**config.mk**
```make
export PLATFORM = sky130hd
export DESIGN_NAME = npcm_cell
export DESIGN_NICKNAME = d
export VERILOG_FILES = /design/src/sv/nearest_palette_color_mapper_macros.svh /design/src/sv/npcm_pkg.sv /design/src/sv/npcm_cell.sv
export SDC_FILE = /design/constraint.sdc
export NUM_CORES = 1
export LEC_CHECK = 0
export CAP_MARGIN = 10
export CORE_MARGIN = 1.5
export CORE_UTILIZATION = 67
export CTS_CLUSTER_DIAMETER = 80
export DETAILED_ROUTE_END_ITERATION = 10
export DONT_BUFFER_PORTS = 1
export GPL_TIMING_DRIVEN = 0
export PLACE_DENSITY_LB_ADDON = 0.12
export SYNTH_ARGS = -nofsm -noshare
export SYNTH_HDL_FRONTEND = slang
export SYNTH_SLANG_ARGS = --single-unit
```
**constraint.sdc**
```tcl
create_clock -name clk_i -period 14.9 [get_ports clk_i]
set_input_delay 0.745 -clock clk_i [delete_from_list [all_inputs] [get_ports clk_i]]
set_output_delay 0.745 -clock clk_i [all_outputs]
set_load 0.01 [all_outputs]
```
**src/sv/nearest_palette_color_mapper_macros.svh**
```systemverilog
// ----------------------------------------------------------------------------
// Nearest palette color mapper assertion macros
// Shared concurrent assertion forms, clocked on clk_i and off during reset.
// ----------------------------------------------------------------------------
`ifndef NEAREST_PALETTE_COLOR_MAPPER_MACROS_SVH
`define NEAREST_PALETTE_COLOR_MAPPER_MACROS_SVH

// The consequent must hold in the same cycle as the antecedent.
`define NPCM_ASSERT_SAME(label, ante, cons, msg) \
  label: assert property (@(posedge clk_i) disable iff (!rst_ni) (ante) |-> (cons)) \
    else $error(msg);

// The consequent must hold in the cycle after the antecedent.
`define NPCM_ASSERT_NEXT(label, ante, cons, msg) \
  label: assert property (@(posedge clk_i) disable iff (!rst_ni) (ante) |=> (cons)) \
    else $error(msg);

`endif

```
**src/sv/npcm_pkg.sv**
```systemverilog
// ----------------------------------------------------------------------------
// Nearest palette color mapper package
// Field widths, register indexes and the beat that walks the palette chain.
// ----------------------------------------------------------------------------
`default_nettype none

package npcm_pkg;

  localparam int ColorW  = 8;
  localparam int IdxW    = 8;
  localparam int CoordW  = 12;
  localparam int DimW    = 13;
  localparam int AddrW   = 24;
  localparam int DistW   = 18;
  localparam int CfgIdxW = 4;
  localparam int InDataW  = 56;
  localparam int OutDataW = 56;

  localparam logic [CfgIdxW-1:0] RegScreenWidth  = CfgIdxW'(0);
  localparam logic [CfgIdxW-1:0] RegScreenHeight = CfgIdxW'(1);

  localparam logic [DimW-1:0] ScreenWidthRst  = DimW'(320);
  localparam logic [DimW-1:0] ScreenHeightRst = DimW'(200);

  // Three channels, each at most 255 squared.
  localparam logic [DistW-1:0] MaxDist = DistW'(195075);

  typedef struct packed {
    logic [ColorW-1:0] red;
    logic [ColorW-1:0] green;
    logic [ColorW-1:0] blue;
  } color_t;

  // One beat of the chain. For a palette write, index is the entry to
  // write; for a pixel, it is the best entry found so far.
  typedef struct packed {
    logic             valid;
    logic             is_write;
    color_t           color;
    logic [IdxW-1:0]  index;
    logic [AddrW-1:0] addr;
    logic [DistW-1:0] sqdist;
  } beat_t;

endpackage

`default_nettype wire

```
**src/sv/npcm_cell.sv**
```systemverilog
// ----------------------------------------------------------------------------
// Nearest palette color mapper cell
// Holds one palette entry and keeps the running nearest match of a pixel.
// ----------------------------------------------------------------------------
`default_nettype none

module npcm_cell import npcm_pkg::*; #(
  parameter int CELL_INDEX = 0
) (
  input  wire logic  clk_i,
  input  wire logic  rst_ni,
  input  wire logic  adv_i,
  input  wire beat_t beat_i,
  output beat_t      beat_o
);

  localparam logic [IdxW-1:0] MyIdx   = IdxW'(CELL_INDEX);
  localparam bit              IsFirst = (CELL_INDEX == 0);

  color_t             entry_q;
  beat_t              beat_q, beat_d;
  logic [ColorW-1:0]  dr, dg, db;
  logic [2*ColorW-1:0] sr, sg, sb;
  logic [DistW-1:0]   cand_sqdist;
  logic               take;
  logic               hit_write;

  always_comb begin
    dr = (beat_i.color.red > entry_q.red) ? beat_i.color.red - entry_q.red
                                          : entry_q.red - beat_i.color.red;
    dg = (beat_i.color.green > entry_q.green) ? beat_i.color.green - entry_q.green
                                              : entry_q.green - beat_i.color.green;
    db = (beat_i.color.blue > entry_q.blue) ? beat_i.color.blue - entry_q.blue
                                            : entry_q.blue - beat_i.color.blue;
    sr = dr * dr;
    sg = dg * dg;
    sb = db * db;
    cand_sqdist = DistW'(sr) + DistW'(sg) + DistW'(sb);
  end

  // A strict compare keeps the earlier, lower index on a tie.
  assign take      = IsFirst || (cand_sqdist < beat_i.sqdist);
  assign hit_write = beat_i.valid && beat_i.is_write && (beat_i.index == MyIdx);

  always_comb begin
    beat_d = beat_i;
    if (beat_i.valid && !beat_i.is_write && take) begin
      beat_d.index  = MyIdx;
      beat_d.sqdist = cand_sqdist;
    end
  end

  always_ff @(posedge clk_i or negedge rst_ni) begin
    if (!rst_ni) begin
      entry_q <= '0;
      beat_q  <= '0;
    end else if (adv_i) begin
      beat_q <= beat_d;
      if (hit_write) begin
        entry_q <= beat_i.color;
      end
    end
  end

  assign beat_o = beat_q;

endmodule

`default_nettype wire

```
==> run_results.csv <==
group,metric,value,unit
layout,fillers,1260,
worst_setup_path,reg2reg_setup_slack,6.15,ns
worst_setup_path,startpoint,"beat_i[66]",
global_route,grt_pass1_wl,40100,microns
route,routed_wl,24700,microns
logic_synthesis,mappedNetlistArea,0.0115,sq mm
global_route,grt_pass1_vias,8434,
route,wl_per_cell,17.3,microns
route,antenna_left,0,
route,firstDrtPassIters,4,
placement,post_dp_cell_area,0.0117,sq mm
global_route,grt_max_degree,101,
layout,fin_nets,1547,
route,via_per_inst,5.64,
route,dr.first_iter.drc_count,371,
worst_setup_path,worstRegToRegCells,25,
clock_tree,root_buffer,"clkbuf_16",
clock_tree,cts_buffers,9,
logic_synthesis,synthXorXnorAreaFrac,2.51,%
sta,slew_headroom,28.6,%
run_status,status,"complete, no violations",
sta,drv_slew,0,
layout,areaGrowthSynthToFinish,5.07,%
sta,period_share,58.7,%
route,vias,8072,
floorplanning,die_h,134,microns
sta,setup_viol_count_final,0,
logic_synthesis,ys_seq_elements,100,
clock_tree,cts_sinks,100,
floorplanning,dieArea,0.0179,sq mm
layout,final_cell_mix,"inv_1 (257), fa_1 (138), ha_1 (124)",
global_route,antenna_found_initial,0,
logic_synthesis,synth_cells,1195,
floorplanning,core_area,0.0166,sq mm
layout,utilization,72.3,%
floorplanning,num_rows,47,
logic_synthesis,yosysSeqAreaShare,21.8,%
logic_synthesis,synth-simple-area-share,10.9,%
route,dr.max_layer_used,"met4",
logic_synthesis,syn_area_per_cell,9.59,sq um
layout,diodes,0,
placement,place_congestion,0.866,
layout,final_common_cell,"inv_1",
logic_synthesis,synth_compound_area_share,9.24,%
clock_tree,max-clock-path-buffers,2,
logic_synthesis,synth_top_family_by_area,"adder cells",
worst_setup_path,cp-start-kind,"input port",
worst_setup_path,crit_end,"beat_o[11]$_DFFE_PN0P_",
logic_synthesis,ys.warnings.count,0,
worst_setup_path,criticalPathCategory,"in2reg",
logic_synthesis,synth.distinct_cells,67,
placement,hpwl,20600,microns
worst_hold_path,hold_path.class,"in2async",
clock_tree,ctsHoldBuffers,0,
floorplanning,ios,155,
placement,io_buffers,0,
clock_tree,path_clk_slew,0.08,ns
sta,period_minus_slack,8.75,ns
worst_setup_path,cp-end-kind,"register",
route,drc_errors,0,
floorplanning,dieWidth,134,microns
sta,rsz0062_at_grt,"false",
sta,setup_tns,0,ns
floorplanning,start_util,68.8,%
logic_synthesis,synth_fa_ha_area_share,37.7,%
logic_synthesis,yosys-mux-area-fraction,7.36,%
worst_setup_path,cp_data_arrival_time,9.05,ns
clock_tree,clk_latency,0.37,ns
flow_run,cap_violations,0,
logic_synthesis,synthArstFlopShare,100,%
route,wl_met1,10300,microns
logic_synthesis,synth_nets,1536,
worst_setup_path,worstPathMaxFanout,7,
global_route,grt_overflow_total,0,
sta,hold_viol,0,
global_route,track_usage,28.8,%
worst_setup_path,required,15.20,ns
route,wl_met3,1280,microns
sta,clock.fmax,114,MHz
sta,fin_skew,0.0129,ns
logic_synthesis,synth_edf_count,0,
clock_tree,cts_tree,"done",
layout,design_area,0.0120,sq mm
sta,tightest_slew,1.04,ns
worst_setup_path,worst_r2r_endpoint,"beat_o[11]$_DFFE_PN0P_",
clock_tree,post_cts_resized,0,
clock_tree,cts-htree-levels,3,
route,dr_wl_met2,12400,microns
clock_tree,cts_setup_buffers,0,
worst_setup_path,r2r_start,"entry_q[16]$_DFFE_PN0P_",
layout,drive_gt1_share,9.33,%
logic_synthesis,synth_ff_type,"dfrtp_1",
==> flip-flops by register name (all words and copies together), names as in the netlist <==
signal	cells
entry_q	24
beat_o	76
==> worst max-delay path, stage by stage <==
cell	delay, ns
inv_1	0.03
ha_1	0.56
nand3_1	0.17
o31ai_1	0.43
nand3b_4	0.29
mux2i_1	0.68
inv_1	0.30
nand2b_1	0.18
fa_1	0.48
fa_1	0.54
fa_1	0.55
inv_1	0.05
fa_1	0.50
inv_1	0.06
fa_1	0.46
fa_1	0.54
inv_1	0.05
fa_1	0.49
ha_1	0.34
nor2b_1	0.16
o21ai_0	0.25
a21boi_1	0.16
o31a_1	0.32
a2111oi_0	0.43
a22oi_1	0.14
a21oi_1	0.15
==> how the worst min path moves through the flow <==
| stage | startpoint | cells after the start | endpoint | slack, ns |
|---|---|---|---|---|
| after global placement | rst_ni | 0 | beat_o[71]$_DFFE_PN0P_ | 0.45 |
| final | rst_ni | 0 | entry_q[21]$_DFFE_PN0P_ | 0.07 |
| after global routing | rst_ni | 0 | entry_q[21]$_DFFE_PN0P_ | 0.06 |
| after floorplan | rst_ni | 0 | beat_o[0]$_DFFE_PN0P_ | 0.45 |
| after detailed placement | rst_ni | 0 | beat_o[71]$_DFFE_PN0P_ | 0.45 |
| after CTS | rst_ni | 0 | entry_q[21]$_DFFE_PN0P_ | 0.06 |
==> stage by stage <==
step           instances  hold slack [ns]  setup slack [ns]
6_report            1431           0.0679              6.15
5_1_grt             1431           0.0559              5.61
4_1_cts             1431           0.0632              6.16
3_5_place_dp        1415            0.451              5.79
3_3_place_gp        1415            0.451              5.90
2_1_floorplan       1195            0.449              6.79
==> cell type report <==
| cell class | count | area [sq um] | share of cell area, % |
|---|---|---|---|
| buffer | 43 | 204 | 1.69 |
| clock buffer | 9 | 225 | 1.87 |
| clock inverter | 7 | 80.1 | 0.665 |
| inverter | 266 | 998 | 8.30 |
| multi-input combinational | 786 | 7750 | 64.4 |
| sequential | 100 | 2500 | 20.8 |
| tap | 220 | 275 | 2.29 |
==> cells by family after synthesis <==
kind of cell / Yosys count
xor+xnor: 26
flops: 100
buf+inv: 309
compound gates: 167
fa+ha+maj: 262
simple gates: 255
mux: 76
==> cells in the mapped netlist, types with 18 or more instances <==
library cell  instances  area, sq um
dfrtp_1             100         2500
inv_1               257          965
clkbuf_1             27          101
o21ai_0              37          185
nor2_1               97          364
mux2_2               54          608
fa_1                138         2760
mux2i_1              19          190
nand2_1              46          173
a21oi_1              40          200
nand2b_1             19          119
nand3_1              19         95.1
ha_1                124         1550
a21o_1               18          135
==> layer usage <==
| layer | up-vias | track usage, % |
|---|---|---|
| met5 | - | 0 |
| met1 | 4004 | 36.3 |
| met2 | 226 | 49.8 |
| li1 | 3801 | - |
| met4 | 0 | 10.4 |
| met3 | 41 | 5.14 |
Power is not shown: default switching activity piles up to over one toggle a cycle in this logic, so the estimate is an artifact.
