$ cat src/sv/nearest_palette_color_mapper_macros.svh
// ----------------------------------------------------------------------------
// Nearest palette color mapper assertion macros
// Shared concurrent assertion forms, clocked on clk_i and off during reset.
// ----------------------------------------------------------------------------
`ifndef NEAREST_PALETTE_COLOR_MAPPER_MACROS_SVH
`define NEAREST_PALETTE_COLOR_MAPPER_MACROS_SVH

// The consequent must hold in the same cycle as the antecedent.
`define NPCM_ASSERT_SAME(label, ante, cons, msg) \
  label: assert property (@(posedge clk_i) disable iff (!rst_ni) (ante) |-> (cons)) \
    else $error(msg);

// The consequent must hold in the cycle after the antecedent.
`define NPCM_ASSERT_NEXT(label, ante, cons, msg) \
  label: assert property (@(posedge clk_i) disable iff (!rst_ni) (ante) |=> (cons)) \
    else $error(msg);

`endif

$ cat src/sv/npcm_pkg.sv
// ----------------------------------------------------------------------------
// Nearest palette color mapper package
// Field widths, register indexes and the beat that walks the palette chain.
// ----------------------------------------------------------------------------
`default_nettype none

package npcm_pkg;

  localparam int ColorW  = 8;
  localparam int IdxW    = 8;
  localparam int CoordW  = 12;
  localparam int DimW    = 13;
  localparam int AddrW   = 24;
  localparam int DistW   = 18;
  localparam int CfgIdxW = 4;
  localparam int InDataW  = 56;
  localparam int OutDataW = 56;

  localparam logic [CfgIdxW-1:0] RegScreenWidth  = CfgIdxW'(0);
  localparam logic [CfgIdxW-1:0] RegScreenHeight = CfgIdxW'(1);

  localparam logic [DimW-1:0] ScreenWidthRst  = DimW'(320);
  localparam logic [DimW-1:0] ScreenHeightRst = DimW'(200);

  // Three channels, each at most 255 squared.
  localparam logic [DistW-1:0] MaxDist = DistW'(195075);

  typedef struct packed {
    logic [ColorW-1:0] red;
    logic [ColorW-1:0] green;
    logic [ColorW-1:0] blue;
  } color_t;

  // One beat of the chain. For a palette write, index is the entry to
  // write; for a pixel, it is the best entry found so far.
  typedef struct packed {
    logic             valid;
    logic             is_write;
    color_t           color;
    logic [IdxW-1:0]  index;
    logic [AddrW-1:0] addr;
    logic [DistW-1:0] sqdist;
  } beat_t;

endpackage

`default_nettype wire

$ cat src/sv/npcm_front.sv
// ----------------------------------------------------------------------------
// Nearest palette color mapper front end
// Clips pixels to the screen and forms the linear address in two stages.
// ----------------------------------------------------------------------------
`default_nettype none

module npcm_front import npcm_pkg::*; (
  input  wire logic              clk_i,
  input  wire logic              rst_ni,
  input  wire logic              adv_i,
  input  wire logic              valid_i,
  input  wire logic              cmd_i,
  input  wire logic [IdxW-1:0]   entry_index_i,
  input  wire logic [CoordW-1:0] pixel_x_i,
  input  wire logic [CoordW-1:0] pixel_y_i,
  input  wire color_t            color_i,
  input  wire logic [DimW-1:0]   screen_width_i,
  input  wire logic [DimW-1:0]   screen_height_i,
  output beat_t                  beat_o
);

  beat_t             s1_q, s1_d;
  logic [CoordW-1:0] px_q;
  beat_t             beat_q, beat_d;
  logic              on_screen;
  logic [CoordW+DimW-1:0] prod;

  assign on_screen = ({1'b0, pixel_x_i} < screen_width_i) &&
                     ({1'b0, pixel_y_i} < screen_height_i);
  assign prod = pixel_y_i * screen_width_i;

  always_comb begin
    s1_d          = '0;
    s1_d.valid    = valid_i && (!cmd_i || on_screen);
    s1_d.is_write = !cmd_i;
    s1_d.color    = color_i;
    s1_d.index    = entry_index_i;
    s1_d.addr     = prod[AddrW-1:0];
  end

  always_comb begin
    beat_d      = s1_q;
    beat_d.addr = s1_q.addr + AddrW'(px_q);
  end

  always_ff @(posedge clk_i or negedge rst_ni) begin
    if (!rst_ni) begin
      s1_q   <= '0;
      beat_q <= '0;
    end else if (adv_i) begin
      s1_q   <= s1_d;
      beat_q <= beat_d;
    end
  end

  always_ff @(posedge clk_i) begin
    if (adv_i) begin
      px_q <= pixel_x_i;
    end
  end

  assign beat_o = beat_q;

endmodule

`default_nettype wire

$ cat config.mk
export PLATFORM = sky130hd
export DESIGN_NAME = npcm_front
export DESIGN_NICKNAME = d
export VERILOG_FILES = /design/src/sv/nearest_palette_color_mapper_macros.svh /design/src/sv/npcm_pkg.sv /design/src/sv/npcm_front.sv
export SDC_FILE = /design/constraint.sdc
export NUM_CORES = 1
export LEC_CHECK = 0
export BUFFER_PORTS_ARGS = -buffer_cell sky130_fd_sc_hd__buf_2
export CAP_MARGIN = 20
export CORE_MARGIN = 8
export CORE_UTILIZATION = 45
export DETAILED_ROUTE_END_ITERATION = 12
export GPL_ROUTABILITY_DRIVEN = 0
export PLACE_DENSITY = 0.64
export SYNTH_ARGS = -nofsm -noshare
export SYNTH_HDL_FRONTEND = slang
export SYNTH_SLANG_ARGS = --single-unit
$ cat constraint.sdc
create_clock -name clk_i -period 2.4 [get_ports clk_i]
set_input_delay 0.12 -clock clk_i [delete_from_list [all_inputs] [get_ports clk_i]]
set_output_delay 0.12 -clock clk_i [all_outputs]
set_load 0.1 [all_outputs]
==> summary.md <==
| Metric | Value |
|---|---|
| Leakage Power | `about 7.4 nW` |
| Post-DP HPWL | `22600 um` |
| I/O pin cnt | `approximately 160` |
| Critical Path Fanout Max | `8` |
| CP max-delay cell | `fa_1` |
| Count of maximum capacitance violations | `0` |
| RSZ-0062 raised after global routing | `true` |
| Post-synth cell types | `69` |
| Number of H-tree levels | `4` |
| Failing checks | `negative setup slack` |
| Clock tree from TritonCTS | `built` |
| Clk pin slew, worst setup/hold paths | `roughly 0.06 ns` |
| Stage delay of the slowest cell on the critical path | `~0.53 ns` |
| Endpoint required time on the critical path | `about 2.7 ns` |
| Nets@finish | `about 1700` |
| Pins over their slew limit | `0` |
| Average cell area after synthesis | `roughly 10 um2` |
| Vias in the first global route | `approximately 9700` |
| Critical setup path kind | `in2reg` |
| Number of design-rule violations left by the first detailed-router iteration | `394` |
| Chip height | `~170 um` |
| Kind of path behind the tightest hold check | `in2reg` |
| Layout overhead on the synthesized area | `36.3%` |
| Antenna violations before repair | `0` |
| Share of layout cells above drive strength 1 | `0.394` |
| Maximum number of pins on one net before global-route repair | `91` |
| Final cell area excluding filler cells | `~0.015 mm2` |
| Post-route antenna net violation count | `0` |
| Width of the die | `175 um` |
| Clk Tree Root Cell | `clkbuf_16` |
| Total wire length after detailed routing | `between 20000 and 30000 um` |
| Post-Place Setup Slack | `-2.30 ns` |
| Type of destination of the critical path | `register` |
| CTS Sinks | `approximately 130` |
| Maximum VDD drop | `roughly 1000 uV` |
| Flip-flop cell with the highest count after synthesis | `dfrtp_1` |
| Placeable core area | `~0.025 mm2` |
| DRC Markers | `0` |
| Number of diodes added for antenna fixing | `0` |
| Number of setup violations in the final report | `20` |
| Crit path buffers/inverters | `7` |
| Overall via count from detail_route | `~9000` |
| Final Cycle Share | `1.70` |
| Average via count per standard cell | `~5.0` |
| Category of cells accounting for the largest share of critical-path delay | `adder cells` |
| Transition time at the pin with the least slew margin | `approximately 0.84 ns` |
| Number of synthesized register bits | `~130` |
| Arr. time, crit path | `about 4.4 ns` |
| Cells after DPL | `between 1500 and 2000` |
| Placement Cell Area | `0.0134 mm2` |
| CP cell instances | `buf_4, and2_4, fa_1, inv_2, fa_1, inv_1, fa_2, fa_1, inv_1, fa_1, inv_2, ha_4, nand2_2, a211oi_2, a21boi_2, buf_4, buf_4, xnor2_1, mux2_4` |
| Post-synth EDFFs | `12` |
| Die outline area | `around 0.031 mm2` |
| WL/cell | `about 16 um` |
| Worst-Skew Late Latency | `around 0.41 ns` |
| Setup_tns | `-25.65 ns` |
| Max_slew headroom | `0.438` |
| Share of flip-flops with an asynchronous set or reset after synthesis | `0.906` |
| Final std cells w/o fill | `between 1500 and 2000` |
| YS warnings | `0` |
| Number of core rows | `58` |
| Fraction of post-synthesis cell area in the top cell type by area | `0.256` |
| CP most frequent cell | `fa_1` |
| Cells taking the most area after synthesis | `dfrtp_1 26%, fa_1 19%, ha_1 10%` |
| Overflow after GRT | `0` |
| Number of detailed-routing iterations run before antenna repair | `5` |
| Summed instance area of the synthesized netlist | `0.0114 mm2` |
| Library cell occupying the most area in the post-synthesis netlist | `dfrtp_1` |
| Final Skew | `0.00939 ns` |
| Initial core utilization | `0.455` |
| Critical path launch point type | `input pin` |
| First-pass GRT wire length | `between 40000 and 50000 um` |
| Worst Setup Slack, final | `-1.67 ns` |
| Highest clock rate | `around 250 MHz` |
| Final Hold Violating Endpoints | `0` |
| Count of mapped cells out of synthesis | `1140` |
| Maximum buffer depth of the clock tree | `2` |
| Port Buffers | `144` |
| Fraction of the yosys area taken by sequential cells | `0.287` |
| Final period demand of the worst path | `just over 4 ns` |
| Total power density per cell area | `~1500 mW/mm2` |
| Outcome | `finished with violations` |
| Global router's overall resource usage | `0.194` |
| Total CTS buffers | `17` |
==> registers in the layout, indices dropped and copies added (netlist names) <==
name    flops
beat_o     58
beat_d     34
s1_q       24
px_q       12
==> cells in the final DEF, fill, tap and decap left out, drive strengths merged, types with 7 or more instances in the layout <==
cell         count
a21oi           40
nor2            41
clkbuf          17
conb            18
a211oi          16
dlygate4sd3     46
nor2b           10
ha              94
nor3             8
and2            63
mux2            82
fa             110
nand3           12
inv            200
nand4            8
nor4             7
a21o            19
dfrtp          116
xnor2           24
buf            284
edfxtp          12
o21ai           27
nand2          123
==> logic make-up (layout without fill, tap and decap cells) <==
kind of cell | after synthesis | count (layout) | synth area share
mux | 83 | 83 | 0.0822
xor+xnor | 30 | 30 | 0.0231
simple gates | 293 | 293 | 0.127
other cells | 1 | 18 | 0.000330
flops | 128 | 128 | 0.287
compound gates | 146 | 146 | 0.0915
buf+inv | 255 | 550 | 0.0911
fa+ha+maj | 204 | 204 | 0.297
==> cell type report <==
| class | instances | area [um2] |
|---|---|---|
| Sequential cell | 128 | 3260 |
| Fill cell | 2046 | 9480 |
| Multi-Input combinational cell | 774 | 8010 |
| Timing Repair Buffer | 330 | 2530 |
| Tap cell | 330 | 413 |
| Clock inverter | 15 | 140 |
| Inverter | 188 | 706 |
| Clock buffer | 17 | 425 |
==> synth_stat cells, types with 5 or more instances <==
master and count:
dfrtp_1 116, xnor2_1 24, xor2_1 6, mux2_2 82, nor2b_1 10, a21oi_1 39
edfxtp_1 12, o21ai_0 19, nor4_1 6, o211ai_1 5, nor2_1 41, o21ai_1 6
buf_4 18, ha_1 94, buf_2 7, a211oi_1 12, clkbuf_1 37, nand3_1 12
nor3_1 7, nand2b_1 5, a21o_1 19, nand2_1 121, and2_1 63, fa_1 110
nand4_1 8, inv_1 188
==> stage by stage <==
stage	total power, mW	hold WS (ns)	utilization
final	22.5	0.0384	0.620
after global routing	24.1	0.0262	0.620
after CTS	21.2	0.0233	0.608
after detailed placement	16.6	0.280	0.539
after global placement	16.5	0.275	0.539
after floorplan	12.9	-0.176	-
==> layer usage <==
metal  global-route usage  wire length [um]  vias up
li1                     -                 -     4269
met1                0.239             12400     4394
met2                0.337             14500      183
met3               0.0408              1310       28
met4               0.0558               460        0
met5                    0                 0        -
==> path summary, 6_finish.rpt <==
kind	end	slack, ns	start	cells after the start
setup / recovery	s1_q[31]	-1.67	pixel_y_i[8]	19
hold / removal	beat_o[75]	0.04	adv_i	2
setup reg to reg	beat_o[38]	0.13	s1_q[18]	10
hold reg to reg	beat_o[21]	0.49	beat_o[21]	1
max in group asynchronous	beat_o[71]	1.34	rst_ni	3
min in group asynchronous	beat_o[72]	0.37	rst_ni	2
==> power by group <==
group | internal, mW | leakage, nW | total [mW] | switching (mW)
Sequential | 2.75 | 1.48 | 3.11 | 0.362
Combinational | 7.63 | 5.66 | 16.9 | 9.29
Clock | 1.38 | 0.277 | 2.44 | 1.06
Total | 11.8 | 7.41 | 22.5 | 10.7
==> timing repair <==
action | CTS | global route
setup buffers | 16 | 8
resized for setup | 153 | 44
hold buffers | 46 | 0
pin swaps | 76 | 36
endpoints found under the setup margin | 25 | 27
endpoints found under the hold margin | 105 | 0
Note: power is estimated with default switching activity, not from simulation.
